==> src/design/wsfr_pkg.sv <==
// Shared types, codes and helpers for the WebSocket frame receiver.
package wsfr_pkg;

  localparam logic [24:0] HARD_LIMIT = 25'h1000000;

  localparam logic [3:0] OP_CLOSE = 4'h8;
  localparam logic [3:0] OP_PING  = 4'h9;
  localparam logic [3:0] OP_PONG  = 4'hA;
  localparam logic [3:0] OP_BIN   = 4'h2;

  localparam logic [1:0] KIND_DATA  = 2'd0;
  localparam logic [1:0] KIND_PING  = 2'd1;
  localparam logic [1:0] KIND_CLOSE = 2'd2;
  localparam logic [1:0] KIND_ERR   = 2'd3;

  localparam logic [6:0] LEN7_EXT16 = 7'd126;
  localparam logic [6:0] LEN7_EXT64 = 7'd127;

  // Config register index (byte address bit 2)
  localparam logic CFG_IDX_MAX_LEN = 1'b0;

  typedef struct packed {
    logic [7:0] in_byte;
  } in_item_t;

  typedef struct packed {
    logic [7:0] out_byte;
    logic       byte_valid;
    logic [1:0] kind;
    logic       frame_end;
    logic       message_end;
  } out_item_t;

  typedef struct packed {
    logic      vld;
    out_item_t item;
  } result_t;

  function automatic logic [1:0] kind_of(input logic [3:0] op);
    logic [1:0] k;
    k = KIND_DATA;
    if (op == OP_CLOSE) k = KIND_CLOSE;
    else if (op == OP_PING) k = KIND_PING;
    return k;
  endfunction

  function automatic logic op_known(input logic [3:0] op);
    return (op <= OP_BIN) || ((op >= OP_CLOSE) && (op <= OP_PONG));
  endfunction

endpackage

==> src/design/wsfr_chan_if.sv <==
// Valid/ready channel interface carrying one item per handshake.
interface wsfr_chan_if #(
  parameter type T = wsfr_pkg::in_item_t
);
  logic valid;
  logic ready;
  T     data;

  modport source (output valid, output data, input ready);
  modport sink   (input valid, input data, output ready);
endinterface

==> src/design/wsfr_parser.sv <==
// Frame header/payload parser: state update and result forming per accepted byte.
module wsfr_parser (
  input  logic              clk,
  input  logic              rst_n,
  input  logic              acc,
  input  logic [7:0]        in_byte,
  input  logic [24:0]       max_len,
  output wsfr_pkg::result_t res,
  output logic              halted
);

  typedef enum logic [2:0] {
    PH_HDR0,
    PH_HDR1,
    PH_EXTLEN,
    PH_MASK,
    PH_PAYLOAD
  } phase_t;

  phase_t      phase_r, phase_nxt;
  logic        fin_r, fin_nxt;
  logic [3:0]  op_r, op_nxt;
  logic        mask_r, mask_nxt;
  logic [2:0]  cnt_r, cnt_nxt;
  logic [24:0] len_r, len_nxt;
  logic        ovf_r, ovf_nxt;    // length bits above bit 24 were seen
  logic [31:0] key_r, key_nxt;
  logic [24:0] pos_r, pos_nxt;
  logic        halted_r, halted_nxt;

  logic [24:0] lim;
  logic [7:0]  key_byte;
  logic [7:0]  unmasked;
  logic        last;
  logic        msg_end;
  logic        ld_go, bp_go, fin_go;

  assign lim      = (max_len > wsfr_pkg::HARD_LIMIT) ? wsfr_pkg::HARD_LIMIT : max_len;
  assign last     = ({1'b0, pos_r} + 26'd1) == {1'b0, len_r};
  assign msg_end  = (op_r <= wsfr_pkg::OP_BIN) && fin_r;
  assign unmasked = in_byte ^ (mask_r ? key_byte : 8'h00);
  assign halted   = halted_r;

  always_comb begin
    unique case (pos_r[1:0])
      2'd0:    key_byte = key_r[31:24];
      2'd1:    key_byte = key_r[23:16];
      2'd2:    key_byte = key_r[15:8];
      default: key_byte = key_r[7:0];
    endcase
  end

  always_comb begin
    phase_nxt  = phase_r;
    fin_nxt    = fin_r;
    op_nxt     = op_r;
    mask_nxt   = mask_r;
    cnt_nxt    = cnt_r;
    len_nxt    = len_r;
    ovf_nxt    = ovf_r;
    key_nxt    = key_r;
    pos_nxt    = pos_r;
    halted_nxt = halted_r;
    res        = '0;
    ld_go      = 1'b0;
    bp_go      = 1'b0;
    fin_go     = 1'b0;

    if (acc && !halted_r) begin
      unique case (phase_r)
        PH_HDR0: begin
          fin_nxt = in_byte[7];
          op_nxt  = in_byte[3:0];
          if (!wsfr_pkg::op_known(in_byte[3:0])) begin
            res.vld       = 1'b1;
            res.item.kind = wsfr_pkg::KIND_ERR;
            halted_nxt    = 1'b1;
          end else begin
            phase_nxt = PH_HDR1;
          end
        end
        PH_HDR1: begin
          mask_nxt = in_byte[7];
          ovf_nxt  = 1'b0;
          if (in_byte[6:0] == wsfr_pkg::LEN7_EXT16) begin
            cnt_nxt   = 3'd1;
            len_nxt   = '0;
            phase_nxt = PH_EXTLEN;
          end else if (in_byte[6:0] == wsfr_pkg::LEN7_EXT64) begin
            cnt_nxt   = 3'd7;
            len_nxt   = '0;
            phase_nxt = PH_EXTLEN;
          end else begin
            len_nxt = {18'b0, in_byte[6:0]};
            ld_go   = 1'b1;
          end
        end
        PH_EXTLEN: begin
          len_nxt = {len_r[16:0], in_byte};
          ovf_nxt = ovf_r | (|len_r[24:17]);
          if (cnt_r == 3'd0) ld_go = 1'b1;
          else cnt_nxt = cnt_r - 3'd1;
        end
        PH_MASK: begin
          key_nxt = {key_r[23:0], in_byte};
          if (cnt_r == 3'd0) bp_go = 1'b1;
          else cnt_nxt = cnt_r - 3'd1;
        end
        PH_PAYLOAD: begin
          if (op_r == wsfr_pkg::OP_CLOSE) begin
            // close: pass the status code bytes, swallow the reason text
            if (pos_r < 25'd2) begin
              res.vld             = 1'b1;
              res.item.out_byte   = unmasked;
              res.item.byte_valid = 1'b1;
              res.item.kind       = wsfr_pkg::KIND_CLOSE;
              res.item.frame_end  = last;
            end else if (last) begin
              res.vld            = 1'b1;
              res.item.kind      = wsfr_pkg::KIND_CLOSE;
              res.item.frame_end = 1'b1;
            end
          end else if (op_r != wsfr_pkg::OP_PONG) begin
            res.vld              = 1'b1;
            res.item.out_byte    = unmasked;
            res.item.byte_valid  = 1'b1;
            res.item.kind        = wsfr_pkg::kind_of(op_r);
            res.item.frame_end   = last;
            res.item.message_end = last && msg_end;
          end
          pos_nxt = pos_r + 25'd1;
          fin_go  = last;
        end
        default: phase_nxt = PH_HDR0;
      endcase

      // length complete: limit check, then key or payload
      if (ld_go) begin
        if (ovf_nxt || (len_nxt > lim)) begin
          res.vld       = 1'b1;
          res.item.kind = wsfr_pkg::KIND_ERR;
          halted_nxt    = 1'b1;
        end else if (mask_nxt) begin
          cnt_nxt   = 3'd3;
          key_nxt   = '0;
          phase_nxt = PH_MASK;
        end else begin
          bp_go = 1'b1;
        end
      end

      if (bp_go) begin
        if (len_nxt == 25'd0) begin
          if (op_r != wsfr_pkg::OP_PONG) begin
            res.vld              = 1'b1;
            res.item.kind        = wsfr_pkg::kind_of(op_r);
            res.item.frame_end   = 1'b1;
            res.item.message_end = msg_end;
          end
          fin_go = 1'b1;
        end else begin
          pos_nxt   = '0;
          phase_nxt = PH_PAYLOAD;
        end
      end

      if (fin_go) begin
        phase_nxt = PH_HDR0;
        if (op_r == wsfr_pkg::OP_CLOSE) halted_nxt = 1'b1;
      end
    end
  end

  always_ff @(posedge clk) begin
    if (!rst_n) begin
      phase_r  <= PH_HDR0;
      fin_r    <= 1'b0;
      op_r     <= '0;
      mask_r   <= 1'b0;
      cnt_r    <= '0;
      len_r    <= '0;
      ovf_r    <= 1'b0;
      key_r    <= '0;
      pos_r    <= '0;
      halted_r <= 1'b0;
    end else begin
      phase_r  <= phase_nxt;
      fin_r    <= fin_nxt;
      op_r     <= op_nxt;
      mask_r   <= mask_nxt;
      cnt_r    <= cnt_nxt;
      len_r    <= len_nxt;
      ovf_r    <= ovf_nxt;
      key_r    <= key_nxt;
      pos_r    <= pos_nxt;
      halted_r <= halted_nxt;
    end
  end

endmodule

==> src/design/wsfr_out_buf.sv <==
// Two-entry result buffer between the parser and the output channel.
module wsfr_out_buf (
  input  logic                clk,
  input  logic                rst_n,
  input  logic                push,
  input  wsfr_pkg::out_item_t push_item,
  input  logic                pop,
  output wsfr_pkg::out_item_t head,
  output logic                not_empty,
  output logic                full
);

  wsfr_pkg::out_item_t mem_r [2];
  logic                wr_ptr_r;
  logic                rd_ptr_r;
  logic [1:0]          cnt_r;

  assign head      = mem_r[rd_ptr_r];
  assign not_empty = (cnt_r != 2'd0);
  assign full      = (cnt_r == 2'd2);

  always_ff @(posedge clk) begin
    if (push) mem_r[wr_ptr_r] <= push_item;
  end

  always_ff @(posedge clk) begin
    if (!rst_n) begin
      wr_ptr_r <= 1'b0;
      rd_ptr_r <= 1'b0;
      cnt_r    <= 2'd0;
    end else begin
      if (push) wr_ptr_r <= ~wr_ptr_r;
      if (pop)  rd_ptr_r <= ~rd_ptr_r;
      unique case ({push, pop})
        2'b10:   cnt_r <= cnt_r + 2'd1;
        2'b01:   cnt_r <= cnt_r - 2'd1;
        default: cnt_r <= cnt_r;
      endcase
    end
  end

endmodule

==> src/design/websocket_frame_receiver.sv <==
// WebSocket frame receiver top level: config register, parser and result buffer.
// Usage notes:
//  - in_ch takes one received stream byte per item (valid/ready). Bytes are
//    parsed as RFC 6455 frames: header, extended length, masking key, payload.
//  - out_ch gives zero or one result item per input byte: the unmasked payload
//    byte with kind (data, ping, close, error), frame_end and message_end.
//    Header bytes give only errors and empty-frame ends; pong payloads give none.
//  - A result is registered into the buffer as its byte is taken.
//  - Throughput: one byte per cycle with no gap while a buffer entry is free;
//    the parser updates its state once per byte.
//  - in_ch.ready drops only while both buffer entries hold results not yet
//    taken, so a stalled receiver back-pressures the sender once two results
//    wait; it comes back the cycle after the receiver takes one.
//  - After a close frame ends, or after an error result, all further bytes are
//    taken and dropped until reset.
//  - cfg port (APB style, always ready): register 0 at byte address 0 holds
//    max_payload_len (25 bits); values above 16 MiB act as 16 MiB. Write it
//    only while the block is idle.
//  - Reset (rst_n low, synchronous) returns to the first header byte, clears
//    the halt, empties the buffer and sets max_payload_len to 16 MiB.
module websocket_frame_receiver (
  input  logic        clk,
  input  logic        rst_n,
  wsfr_chan_if.sink   in_ch,
  wsfr_chan_if.source out_ch,
  input  logic        cfg_psel,
  input  logic        cfg_penable,
  input  logic        cfg_pwrite,
  input  logic [2:0]  cfg_paddr,
  input  logic [31:0] cfg_pwdata,
  output logic [31:0] cfg_prdata,
  output logic        cfg_pready
);

  logic [24:0]         max_len_r;
  logic                cfg_wr;
  logic                in_acc;
  logic                out_pop;
  logic                buf_full;
  logic                buf_not_empty;
  logic                halted;
  wsfr_pkg::result_t   res;
  wsfr_pkg::out_item_t head;

  // Config register
  assign cfg_pready = 1'b1;
  assign cfg_wr     = cfg_psel && cfg_penable && cfg_pwrite && cfg_pready;
  assign cfg_prdata = (cfg_paddr[2] == wsfr_pkg::CFG_IDX_MAX_LEN) ? {7'b0, max_len_r} : '0;

  always_ff @(posedge clk) begin
    if (!rst_n) begin
      max_len_r <= wsfr_pkg::HARD_LIMIT;
    end else if (cfg_wr && (cfg_paddr[2] == wsfr_pkg::CFG_IDX_MAX_LEN)) begin
      max_len_r <= cfg_pwdata[24:0];
    end
  end

  // Handshakes: input is held back only by a full result buffer
  assign in_ch.ready  = !buf_full;
  assign in_acc       = in_ch.valid && in_ch.ready;
  assign out_ch.valid = buf_not_empty;
  assign out_ch.data  = head;
  assign out_pop      = out_ch.valid && out_ch.ready;

  wsfr_parser u_parser (
    .clk     (clk),
    .rst_n   (rst_n),
    .acc     (in_acc),
    .in_byte (in_ch.data.in_byte),
    .max_len (max_len_r),
    .res     (res),
    .halted  (halted)
  );

  wsfr_out_buf u_out_buf (
    .clk       (clk),
    .rst_n     (rst_n),
    .push      (res.vld),
    .push_item (res.item),
    .pop       (out_pop),
    .head      (head),
    .not_empty (buf_not_empty),
    .full      (buf_full)
  );

`ifndef SYNTHESIS
  // a result is only formed for a byte that fit into the buffer
  a_no_overflow: assert property (@(posedge clk) disable iff (!rst_n)
    res.vld |-> !buf_full)
    else $error("result pushed into full buffer");

  // an error result always stops the parser
  a_err_halts: assert property (@(posedge clk) disable iff (!rst_n)
    (res.vld && (res.item.kind == wsfr_pkg::KIND_ERR)) |=> halted)
    else $error("error result without halt");

  // once halted, no further results until reset
  a_halt_quiet: assert property (@(posedge clk) disable iff (!rst_n)
    halted |-> !res.vld)
    else $error("result produced while halted");

  // error results carry no byte and never end a frame
  a_err_shape: assert property (@(posedge clk) disable iff (!rst_n)
    (res.vld && (res.item.kind == wsfr_pkg::KIND_ERR)) |->
      (!res.item.byte_valid && !res.item.frame_end && !res.item.message_end))
    else $error("malformed error result");
`endif

endmodule

==> src/flat_wrapper.sv <==
// flat-port wrapper written by rule: the top's interface ports become plain ports
module websocket_frame_receiver_flat 
  (clk, rst_n, cfg_psel, cfg_penable, cfg_pwrite, cfg_paddr, cfg_pwdata, cfg_prdata, cfg_pready, in_ch_valid, in_ch_data, in_ch_ready, out_ch_valid, out_ch_data, out_ch_ready);
  wsfr_chan_if #(.T(wsfr_pkg::in_item_t)) in_ch_i ();
  wsfr_chan_if #(.T(wsfr_pkg::out_item_t)) out_ch_i ();
  input  logic clk;
  input  logic rst_n;
  input  logic cfg_psel;
  input  logic cfg_penable;
  input  logic cfg_pwrite;
  input  logic [2:0] cfg_paddr;
  input  logic [31:0] cfg_pwdata;
  output logic [31:0] cfg_prdata;
  output logic cfg_pready;
  input wire logic [$bits(in_ch_i.valid)-1:0] in_ch_valid;
  input wire logic [$bits(in_ch_i.data)-1:0] in_ch_data;
  output wire logic [$bits(in_ch_i.ready)-1:0] in_ch_ready;
  output wire logic [$bits(out_ch_i.valid)-1:0] out_ch_valid;
  output wire logic [$bits(out_ch_i.data)-1:0] out_ch_data;
  input wire logic [$bits(out_ch_i.ready)-1:0] out_ch_ready;
  assign in_ch_i.valid = in_ch_valid;
  assign in_ch_i.data = in_ch_data;
  assign in_ch_ready = in_ch_i.ready;
  assign out_ch_valid = out_ch_i.valid;
  assign out_ch_data = out_ch_i.data;
  assign out_ch_i.ready = out_ch_ready;
  websocket_frame_receiver u_core (.clk(clk), .rst_n(rst_n), .in_ch(in_ch_i), .out_ch(out_ch_i), .cfg_psel(cfg_psel), .cfg_penable(cfg_penable), .cfg_pwrite(cfg_pwrite), .cfg_paddr(cfg_paddr), .cfg_pwdata(cfg_pwdata), .cfg_prdata(cfg_prdata), .cfg_pready(cfg_pready));
endmodule
==> config.mk <==
export PLATFORM = sky130hd
export DESIGN_NAME = websocket_frame_receiver_flat
export DESIGN_NICKNAME = d
export VERILOG_FILES = /design/src/design/wsfr_pkg.sv /design/src/design/wsfr_chan_if.sv /design/src/design/wsfr_parser.sv /design/src/design/wsfr_out_buf.sv /design/src/design/websocket_frame_receiver.sv /design/src/flat_wrapper.sv
export SDC_FILE = /design/constraint.sdc
export NUM_CORES = 1
export LEC_CHECK = 0
export BUFFER_PORTS_ARGS = -buffer_cell sky130_fd_sc_hd__buf_2
export CAP_MARGIN = 20
export CORE_MARGIN = 1
export CORE_UTILIZATION = 50
export DETAILED_ROUTE_END_ITERATION = 10
export PLACE_DENSITY = 0.8
export SLEW_MARGIN = 5
export SYNTH_ARGS = -nofsm -noshare
export SYNTH_HDL_FRONTEND = slang
export SYNTH_SLANG_ARGS = --single-unit
==> constraint.sdc <==
create_clock -name clk -period 4.15 [get_ports clk]
set_input_delay 0 -clock clk [delete_from_list [all_inputs] [get_ports clk]]
set_output_delay 0 -clock clk [all_outputs]
set_load 0.01 [all_outputs]
======== Word-level counts from Yosys, hierarchy flattened ========
Memories as Yosys holds them, arrays and structs flattened. A register that Yosys moved wholly into a read port is not among the register bits.
Cells that the tools add are included.
cells by class
  $mul .................................... 0
  order comparisons ....................... 7
  div/mod/pow operators ................... 0
  shift operators ......................... 0
  reductions and logical operators ........ 23
  equality and inequality tests ........... 15
  bitwise gates (word level) .............. 5
  $add $sub $neg .......................... 5
  muxes and demuxes ....................... 91
operators with widths
  operator                 number
  $mux W25                 6
  $mux W32                 4
  $mux W14                 5
  $mux W3                  17
  $pmux W25 S2             1
  $mux W1                  36
  $add A25 B1 Y26 const B  1
  $eq A26 B25 Y1           1
  $add A25 B1 Y25 const B  1
  $gt A25 B25 Y1           1
  $gt A25 B25 Y1 const B   1
  $logic_not A25 Y1        1
  $lt A25 B2 Y1 const B    1
  $pmux W8 S3              1
  $mux W9                  2
  $eq A7 B7 Y1 const B     2
  $mux W7                  2
  $mux W13                 1
  $mux W4                  3
  $mux W2                  5
  $logic_and A1 B1 Y1      9
  $pmux W3 S3              1
  $eq A4 B4 Y1 const B     2
  $le A4 B2 Y1 const B     2
  other kinds (27)         40
word-level totals
  output and inout bits ................... 48
  memories ................................ 1
  bits in registers ....................... 125
  bits in latches ......................... 0
  memory bits (writable) .................. 26
  memory bits (read-only) ................. 0
  input bits .............................. 50
memory list
  memory                  depth  bits a word  rd ports  clocked after Yosys merged registers in  wr ports  RTL line            RTL
  u_core.u_out_buf.mem_r  2      13           1         1                                        1         wsfr_out_buf.sv:13  wsfr_pkg::out_item_t mem_r [2];

======== Longest topological paths before layout ========
Gate-level depths: netlist of run 1.
  depth after elaboration ................. 18
  depth in mapped cells ................... 20

======== By module ========
A second synthesis of run 1 with hierarchy kept.
unflattened totals
  cell total of the unflattened synthesis .. 1153
  area, all modules ....................... 9500.4 um^2
modules (own cells, without submodules)
  module                    seq. area each (um^2)  times used  area an instance (um^2)  cells an instance
  wsfr_parser               1921.8                 1           7061.8                   941
  websocket_frame_receiver  500.5                  1           1287.5                   150
  wsfr_out_buf              880.8                  1           1151.1                   62

======== Least setup slack after synthesis of run 1 ========
OpenSTA, ideal clock, no wires.
  path type ............................... register to register
  from .................................... reg u_core.u_parser.phase_r[1]
  to ...................................... mem u_core.u_out_buf.mem_r[0][0] (netlist name), enable pin
  cell stages (with the launch flop) ...... 17
  path buffers ............................ 2
  arrival time ............................ 3.705 ns
  library setup time ...................... 0.382 ns
  setup slack ............................. 0.063 ns
  cells stage by stage .................... dfxtp_1 -> buf_2 -> clkinv_1 -> clkbuf_1 -> a22o_1 -> a22oi_1 -> inv_1 -> ha_1 -> a21o_1 -> a21o_1 -> a221oi_1 -> nand4_1 -> a211oi_1 -> a22oi_1 -> o32ai_2 -> a21oi_1 -> nor2_1
on the way
  longest elaborated chain between the ends .. 13
ends and longest elaborated chain
  item                                          RTL line            RTL
  start, declared                               wsfr_parser.sv:20   phase_t phase_r, phase_nxt;
  start signal, assigned                        wsfr_parser.sv:187  phase_r <= phase_nxt;
  $eq A3 B2 Y1 or $eq A3 B1 Y1 (tied branches)  wsfr_parser.sv:70   unique case (phase_r)
  $pmux W25 S2                                  wsfr_parser.sv:70
  $mux W25                                      wsfr_parser.sv:69   if (acc && !halted_r) begin
  $gt A25 B25 Y1                                wsfr_parser.sv:139  if (ovf_nxt || (len_nxt > lim)) begin
  $logic_or A1 B1 Y1                            wsfr_parser.sv:139
  $mux W1                                       wsfr_parser.sv:139
  $mux W1                                       wsfr_parser.sv:138  if (ld_go) begin
  $mux W1                                       wsfr_parser.sv:154  if (op_r != wsfr_pkg::OP_PONG) begin
  $mux W1                                       wsfr_parser.sv:153  if (len_nxt == 25'd0) begin
  $mux W1 (*)                                   wsfr_parser.sv:152  if (bp_go) begin
  $mux W14 (*)                                  wsfr_parser.sv:69
  $mux W1 (*)                                   wsfr_out_buf.sv:23  if (push) mem_r[wr_ptr_r] <= push_item;
  $mux W1 (implied by the code) (*)             wsfr_out_buf.sv:23
  end, declared                                 wsfr_out_buf.sv:13
Every way passes the cells marked *; elsewhere a longest branch is shown, timed or not. The select of a mux whose other input is x is not followed.

======== Worst setup path in the final report of run 1 ========
  from .................................... reg u_core.max_len_r[9]
  to ...................................... reg u_core.u_out_buf.cnt_r[1]
on the way
  longest elaborated chain between the ends .. 12
ends and longest elaborated chain
  item                                               RTL line                        RTL
  start, declared                                    websocket_frame_receiver.sv:35  logic [24:0] max_len_r;
  start signal, assigned                             websocket_frame_receiver.sv:52  max_len_r <= wsfr_pkg::HARD_LIMIT;
  start signal, assigned                             websocket_frame_receiver.sv:54  max_len_r <= cfg_pwdata[24:0];
  $gt A25 B25 Y1                                     wsfr_parser.sv:38               assign lim = (max_len > wsfr_pkg::HARD_LIMIT) ? wsfr_pkg::HARD_LIMIT : max_len;
  $mux W25 (*)                                       wsfr_parser.sv:38
  $gt A25 B25 Y1 (*)                                 wsfr_parser.sv:139
  $logic_or A1 B1 Y1 (*)                             wsfr_parser.sv:139
  $mux W1                                            wsfr_parser.sv:139
  $mux W1                                            wsfr_parser.sv:138
  $mux W1                                            wsfr_parser.sv:154
  $mux W1                                            wsfr_parser.sv:153
  $mux W1 (*)                                        wsfr_parser.sv:152
  $mux W14 (*)                                       wsfr_parser.sv:69
  $eq A2 B1 Y1 or $eq A2 B2 Y1 (tied branches)       wsfr_out_buf.sv:34              unique case ({push, pop})
  $pmux W2 S2 or $reduce_bool A2 Y1 (tied branches)  n/a
  end signal, assigned                               wsfr_out_buf.sv:35              2'b10: cnt_r <= cnt_r + 2'd1;
  end signal, assigned                               wsfr_out_buf.sv:36              2'b01: cnt_r <= cnt_r - 2'd1;
  end signal, assigned                               wsfr_out_buf.sv:37              default: cnt_r <= cnt_r;
  end, declared                                      wsfr_out_buf.sv:16              logic [1:0] cnt_r;
Marked as above.
A chain may end at the register's enable or synchronous reset.

==> results of run 1 <==
## worst min-delay path: cells and delay by family
kind	cells	cell delay, ps
AO/OA/AOI/OAI	1	50
buffers and inverters	2	290
AND/OR/NAND/NOR	1	70
## state kept, by name, indices dropped and copies added (netlist names), named ones only
name	flops
u_core.u_out_buf.wr_ptr_r	1
u_core.u_out_buf.rd_ptr_r	1
u_core.u_parser.mask_r	1
u_core.u_parser.phase_r	3
u_core.u_parser.fin_r	1
u_core.max_len_r	25
u_core.u_out_buf.cnt_r	2
u_core.u_parser.op_r	4
u_core.u_out_buf.mem_r	26
u_core.u_parser.len_r	25
u_core.u_parser.pos_r	25
u_core.u_parser.cnt_r	3
u_core.u_parser.halted	1
u_core.u_parser.key_r	32
u_core.u_parser.ovf_r	1
## metal layers
metal,wire [µm],vias up,global-route usage (%)
met2,13650,565,46.00
met4,980,0,10.86
met1,11870,4411,39.26
met3,2851,115,6.704
met5,0,-,0
li1,-,4338,-
## power groups by stage
stage	Clock (µW)	Sequential, µW	Combinational (µW)
final	1550	1760	1490
after global routing	1620	1770	1590
after CTS	1550	1740	1280
after detailed placement	0	1770	1210
after global placement	0	1770	1180
after floorplan	0	1710	799
## stage by stage
stage | TNS [ps] | cells | total power, µW | area (µm²)
after floorplan | 0 | 1136 | 2509 | 9095
after global placement | 0 | 1440 | 2949 | 10080
after detailed placement | -354.8 | 1440 | 2986 | 10080
after CTS | 0 | 1507 | 4570 | 11040
after global routing | -2057 | 1516 | 4975 | 11420
final | -686.8 | 1517 | 4800 | 11420
## cells by family after synthesis
kind of cell / count (synthesis) / synth area share, %
XOR/XNOR: 63 / 6.082
flip-flops: 152 / 36.41
other: 2 / 0.08278
buffers and inverters: 120 / 5.544
adder cells (fa/ha/maj): 32 / 4.413
AND/OR/NAND/NOR: 486 / 26.02
AO/OA/AOI/OAI: 258 / 19.38
multiplexers: 17 / 2.069
## how the worst max path moves through the flow
stage	from	endpoint	slack [ps]	cells after the start
floorplan	u_core.u_parser.phase_r[1]	u_core.u_out_buf.mem_r[0][0]	60	16
finish	u_core.max_len_r[9]	u_core.u_out_buf.cnt_r[1]	-100	17
detailed placement	u_core.u_parser.phase_r[1]	u_core.u_out_buf.cnt_r[1]	-260	16
global route	u_core.max_len_r[8]	u_core.u_out_buf.cnt_r[1]	-180	17
global placement	u_core.u_parser.phase_r[1]	u_core.u_out_buf.cnt_r[1]	10	16
CTS	u_core.u_parser.phase_r[1]	u_core.u_out_buf.cnt_r[1]	7	16
## layout make-up
| type | count | area share, % |
|---|---|---|
| diodes | 1 | 0.02191 |
| clock buffers | 22 | 3.977 |
| clock inverters | 10 | 1.052 |
| inverters | 27 | 0.8983 |
| multi-input cells | 864 | 49.06 |
| flip-flops and latches | 152 | 29.00 |
| well taps | 225 | 2.465 |
| repair buffers | 216 | 13.53 |
## timing repair
item,CTS,global route
setup endpoints to repair,15,37
pin swaps,5,28
cloned,0,2
setup buffers,3,6
gates resized for setup,10,60
hold buffers,32,0
hold endpoints to repair,35,0
## synth_stat cells (3+ instances only)
cell type / instances / area share, %
o21ai_0: 38 / 2.1
nor2b_1: 28 / 1.9
and3_1: 6 / 0.41
a22oi_1: 52 / 4.3
nand4_1: 24 / 1.7
xor2_1: 31 / 3.0
xnor2_1: 32 / 3.1
o21ai_1: 4 / 0.22
a31oi_1: 6 / 0.41
a32oi_1: 3 / 0.29
nand4b_1: 4 / 0.39
ha_1: 32 / 4.4
a211oi_1: 21 / 1.7
nand2b_1: 9 / 0.62
buf_4: 8 / 0.66
nor3_1: 27 / 1.5
or3_1: 5 / 0.34
or2_2: 3 / 0.21
nand2_1: 161 / 6.7
mux2i_1: 3 / 0.33
edfxtp_1: 26 / 8.6
nor2_1: 132 / 5.5
and4_1: 3 / 0.29
buf_2: 18 / 0.99
a21o_1: 6 / 0.50
nor4_1: 23 / 1.6
clkbuf_1: 59 / 2.4
and2_1: 11 / 0.76
dfxtp_1: 126 / 28
nand3_1: 31 / 1.7
mux2_2: 14 / 1.7
buf_1: 8 / 0.33
o211ai_1: 3 / 0.25
inv_1: 25 / 1.0
a311oi_1: 3 / 0.29
a222oi_1: 9 / 0.99
a22o_1: 17 / 1.6
a21oi_1: 68 / 3.8
==> flow_summary.json, run 1 <==
{
  "mappedNetlistArea_um2": 9072,
  "ys_seq_area_share_pct": 36.41,
  "die_area_um2": 18690,
  "ctsRootBufferMaster": "clkbuf_16",
  "cts_inserted_buffers": 17,
  "min_from": "in_ch_data[1]",
  "startpoint_type": "flop",
  "drc_errors": 0,
  "antenna_found_initial": 0,
  "port_buffers": 80,
  "drive_above_1_share_pct": 22.77,
  "fin_ws_ps": -99.23,
  "vias": 9429,
  "min_path_type": "in -> reg",
  "reg2reg_slack_ps": -100,
  "p_per_area_nw_per_um2": 420.3,
  "area_growth_pct": 25.89,
  "seqCellArea_um2": 3312,
  "max_stage_delay_ps": 420,
  "chipHeight_um": 136.7,
  "dp_slack_ps": -256.5,
  "slew_headroom_pct": 29.40,
  "pwr-share-seq_pct": 36.6,
  "num-fill-cells": 1339,
  "avgSynthCellArea_um2": 8.029,
  "drtAntennaViolNets": 0,
  "path_max_fanout": 7,
  "fin_skew_ps": 11.00,
  "peakVddDrop_mv": 0.3815,
  "violations": "negative setup slack",
  "initial_utilization_pct": 51.73,
  "switching_share_pct": 33.92,
  "arrival_ps": 4620,
  "rsz0062_at_grt": "yes",
  "clock_latency_ps": 440,
  "p_comb_share_pct": 31.1,
  "p_leak_uw": 0.004458,
  "crit_path_end_kind": "flop",
  "synth_warnings": 0,
  "fin_crit_sh_pct": 102.4,
  "min_delay_path_depth": 4,
  "cts_max_level": 4,
  "slowest_stage": "nor4_4",
  "yosysUniqueCellTypes": 77,
  "ys_ff_latch": 152,
  "hold_violations": 0,
  "floorplan.core_area_um2": 17540,
  "synth_cells": 1130,
  "wl_um": 29340,
  "multi_input_area_um2": 5603,
  "p_int_uw": 3172,
  "async_flop_share_pct": 0,
  "synth-edff-count": 26,
  "postLayoutCoreUtil_pct": 65.13,
  "drv_cap": 0,
  "fin_nets": 1360,
  "synth_flop_cell": "dfxtp_1",
  "rows": 48,
  "ioPinCount": 98,
  "dr.pass1.iters": 7,
  "grt_pass1_vias": 8139,
  "cts_tree": "yes",
  "max_slew.worst_pin.slew_ps": 1053,
  "grt_max_degree": 65,
  "p_clk_share_pct": 32.3,
  "min_to": "u_core.u_parser.op_r[1]",
  "clk_pin_slew_worst_paths_ps": 60,
  "r2r-start": "u_core.max_len_r[9]",
  "routedWlPerCell_um": 19.34,
  "power.switching_uw": 1628,
  "max_freq_mhz": 235.3,
  "grt_util_all_layers_pct": 29.37,
  "cts_buffer_depth": 2,
  "critical_path_required_ps": 4520,
  "drt_iter0_markers": 1159,
  "grt.overflow.total": 0,
  "place_hpwl_um": 18960,
  "via_per_inst": 6.216,
  "path_cells": "nor4_1, nand2_1, o21ai_2, buf_6, nand2_4, ha_4, nand4_1, nor4_4, o2111ai_1, nand4_1, a211oi_2, a22oi_2, o32ai_2, a21oi_2, ha_4, or3_4, a21oi_2",
  "period_needed_ps": 4249,
  "final_common_cell": "nand2_1",
  "worstSetupPathType": "reg -> reg",
  "timing.critical_path.max_delay_family": "simple AND/OR/NAND/NOR gates",
  "layout_common_cells": "nand2_1, nor2_1, dfxtp_1",
  "cp_num_buf_inv": 1,
  "grt_pass1_wl_um": 42150,
  "hold_ws_ps": 25.76,
  "chipWidth_um": 136.7,
  "r2r_end": "u_core.u_out_buf.cnt_r[1]",
  "cts.sinks": 152,
  "setup_viol": 14,
  "outcome": "finished, violations left",
  "finalMaxSlewViolations": 0,
  "routabilityCongestion": 0.9758,
  "reg2regPathDepth": 17
}
(Power assumes the default switching activity.)
==> run 2, diff against run 1 <==
- SKIP_CTS_REPAIR_TIMING: default -> 1
==> run 2 against run 1 <==
The flow still finishes with violations (negative setup slack). Combinational power is 4% lower. Final area is 1.0% lower. Total power shrank 1.4%. Largest power group unchanged.
==> flow_summary.json, run 2 (same netlist as run 1, synthesis figures left out) <==
{
  "fin_crit_sh_pct": 102.1,
  "drtAntennaViolNets": 0,
  "cts_buffer_depth": 2,
  "max_slew.worst_pin.slew_ps": 1043,
  "timing.critical_path.max_delay_family": "simple AND/OR/NAND/NOR gates",
  "hold_violations": 0,
  "cpMostUsedCell": "nand4_1",
  "reg2regPathDepth": 18,
  "insertedDiodeCount": 0,
  "drive_above_1_share_pct": 21.77,
  "clock_latency_ps": 430,
  "rows": 48,
  "crit_path_end_kind": "flop",
  "min_delay_path_depth": 4,
  "routabilityCongestion": 0.9758,
  "cts_inserted_buffers": 17,
  "finalMaxSlewViolations": 0,
  "path_max_fanout": 7,
  "peakVddDrop_mv": 0.3811,
  "initial_utilization_pct": 51.73,
  "drc_errors": 0,
  "largest_register_ffs": 32,
  "area_growth_pct": 24.60,
  "grt.overflow.total": 0,
  "violations": "negative setup slack",
  "die_area_um2": 18690,
  "via_per_inst": 6.165,
  "cts.sinks": 152,
  "path_cells": "nor4_2, buf_4, nand4_1, o21ai_2, buf_6, nand2_4, ha_4, nand4_1, nor4_4, o2111ai_1, nand4_1, a211oi_2, a22oi_2, o32ai_2, a21oi_2, ha_4, or3_4, a21oi_2",
  "drv_cap": 0,
  "outcome": "finished, violations left",
  "setup_viol": 8,
  "fin_nets": 1355,
  "arrival_ps": 4610,
  "worstSetupPathType": "reg -> reg",
  "p_per_area_nw_per_um2": 418.6,
  "min_path_type": "in -> reg",
  "routedWlPerCell_um": 18.79,
  "critical_path_required_ps": 4520,
  "ctsRootBufferMaster": "clkbuf_16",
  "max_stage_delay_ps": 390,
  "cts_max_level": 4,
  "cp_num_buf_inv": 2,
  "port_buffers": 80,
  "drt_iter0_markers": 1173,
  "r2r-start": "u_core.max_len_r[23]",
  "largestRegisters": "u_core.u_parser.key_r: 32 flops, u_core.u_out_buf.mem_r: 26 flops",
  "p_leak_uw": 0.004441,
  "grt_pass1_wl_um": 40480,
  "dr_wl_met2_um": 13250,
  "cts_tree": "yes",
  "fin_skew_ps": 9.370,
  "rsz0062_at_grt": "yes",
  "wl_met1_um": 11540,
  "finalInstanceArea_um2": 11300,
  "grt_util_all_layers_pct": 28.28,
  "min_to": "u_core.u_parser.key_r[4]",
  "regMostFlops": "u_core.u_parser.key_r",
  "clk_pin_slew_worst_paths_ps": 60,
  "floorplan.core_area_um2": 17540,
  "slew_headroom_pct": 30.13,
  "max_freq_mhz": 235.9,
  "place_hpwl_um": 18960,
  "grt_max_degree": 65,
  "finalSetupTns_ps": -235.9,
  "wl_um": 28400,
  "dpl_cell_area_um2": 10080,
  "reg2reg_slack_ps": -90,
  "route.met3.wl_um": 2801,
  "vias": 9316,
  "r2r_end": "u_core.u_out_buf.cnt_r[1]",
  "dr.pass1.iters": 8,
  "ioPinCount": 98,
  "startpoint_type": "flop",
  "layout_common_cells": "nand2_1, nor2_1, dfxtp_1",
  "grt_pass1_vias": 7742,
  "slowest_stage": "nor4_4",
  "chipWidth_um": 136.7,
  "final_common_cell": "nand2_1",
  "min_from": "in_ch_data[4]",
  "chipHeight_um": 136.7,
  "top_layer_used": "met4",
  "fin_ws_ps": -88.43,
  "antenna_found_initial": 0,
  "period_needed_ps": 4238
}
## run 2: cell count changes in the layout (fill, tap and decap cells not counted), moves of 2 or more
cell / delta
ha_1: +5
buf_4: -4
nand2_1: +2
nand2_4: +2
nand2_2: -4
ha_4: -5
## run 2: layout make-up
type	instances	area [µm²]
clock buffers	22	454.2
repair buffers	211	1505
well taps	225	281.5
multi-input cells	864	5533
flip-flops and latches	152	3309
inverters	27	101.3
clock inverters	10	120.1
fillers	1369	6232
## run 2: worst max-delay path by stage
stage | from | endpoint | slack [ps] | cells after the start
2_1_floorplan | u_core.u_parser.phase_r[1] | u_core.u_out_buf.mem_r[0][0] | 60 | 16
3_3_place_gp | u_core.u_parser.phase_r[1] | u_core.u_out_buf.cnt_r[1] | 10 | 16
3_5_place_dp | u_core.u_parser.phase_r[1] | u_core.u_out_buf.cnt_r[1] | -260 | 16
4_1_cts | u_core.u_parser.phase_r[1] | u_core.u_out_buf.cnt_r[1] | -320 | 16
5_1_grt | u_core.max_len_r[3] | u_core.u_out_buf.cnt_r[1] | -190 | 18
6_report | u_core.max_len_r[23] | u_core.u_out_buf.cnt_r[1] | -90 | 18
## run 2: routing by layer
layer	track usage (%)	up-vias
met5	0	-
met4	9.074	0
met3	6.259	98
met2	43.88	544
met1	38.76	4353
li1	-	4321
## run 2: metrics by stage
step / setup WS, ps / instances / hold slack, ps / utilization [%] / total power (µW)
6_report: -88.43 / 1511 / 8.750 / 64.46 / 4733
5_1_grt: -190.4 / 1511 / 27.99 / 64.46 / 4909
4_1_cts: -315.1 / 1472 / -203.1 / 60.77 / 4517
3_5_place_dp: -256.5 / 1440 / 241.5 / 57.50 / 2986
3_3_place_gp: 14.90 / 1440 / 239.4 / 57.50 / 2949
2_1_floorplan: 62.92 / 1136 / 46.41 / - / 2509
## run 2: power breakdown
part           switching [µW]  internal (µW)
combinational             809            625
sequential                141           1610
clock                     639            905
## run 2: worst register-to-register path, cell delays in order, from the launching register on
cell	delay, ps
dfxtp_2	320
nor4_2	270
buf_4	160
nand4_1	120
o21ai_2	220
buf_6	200
nand2_4	80
ha_4	280
nand4_1	280
nor4_4	390
o2111ai_1	180
nand4_1	230
a211oi_2	130
a22oi_2	190
o32ai_2	110
a21oi_2	280
ha_4	260
or3_4	360
a21oi_2	120
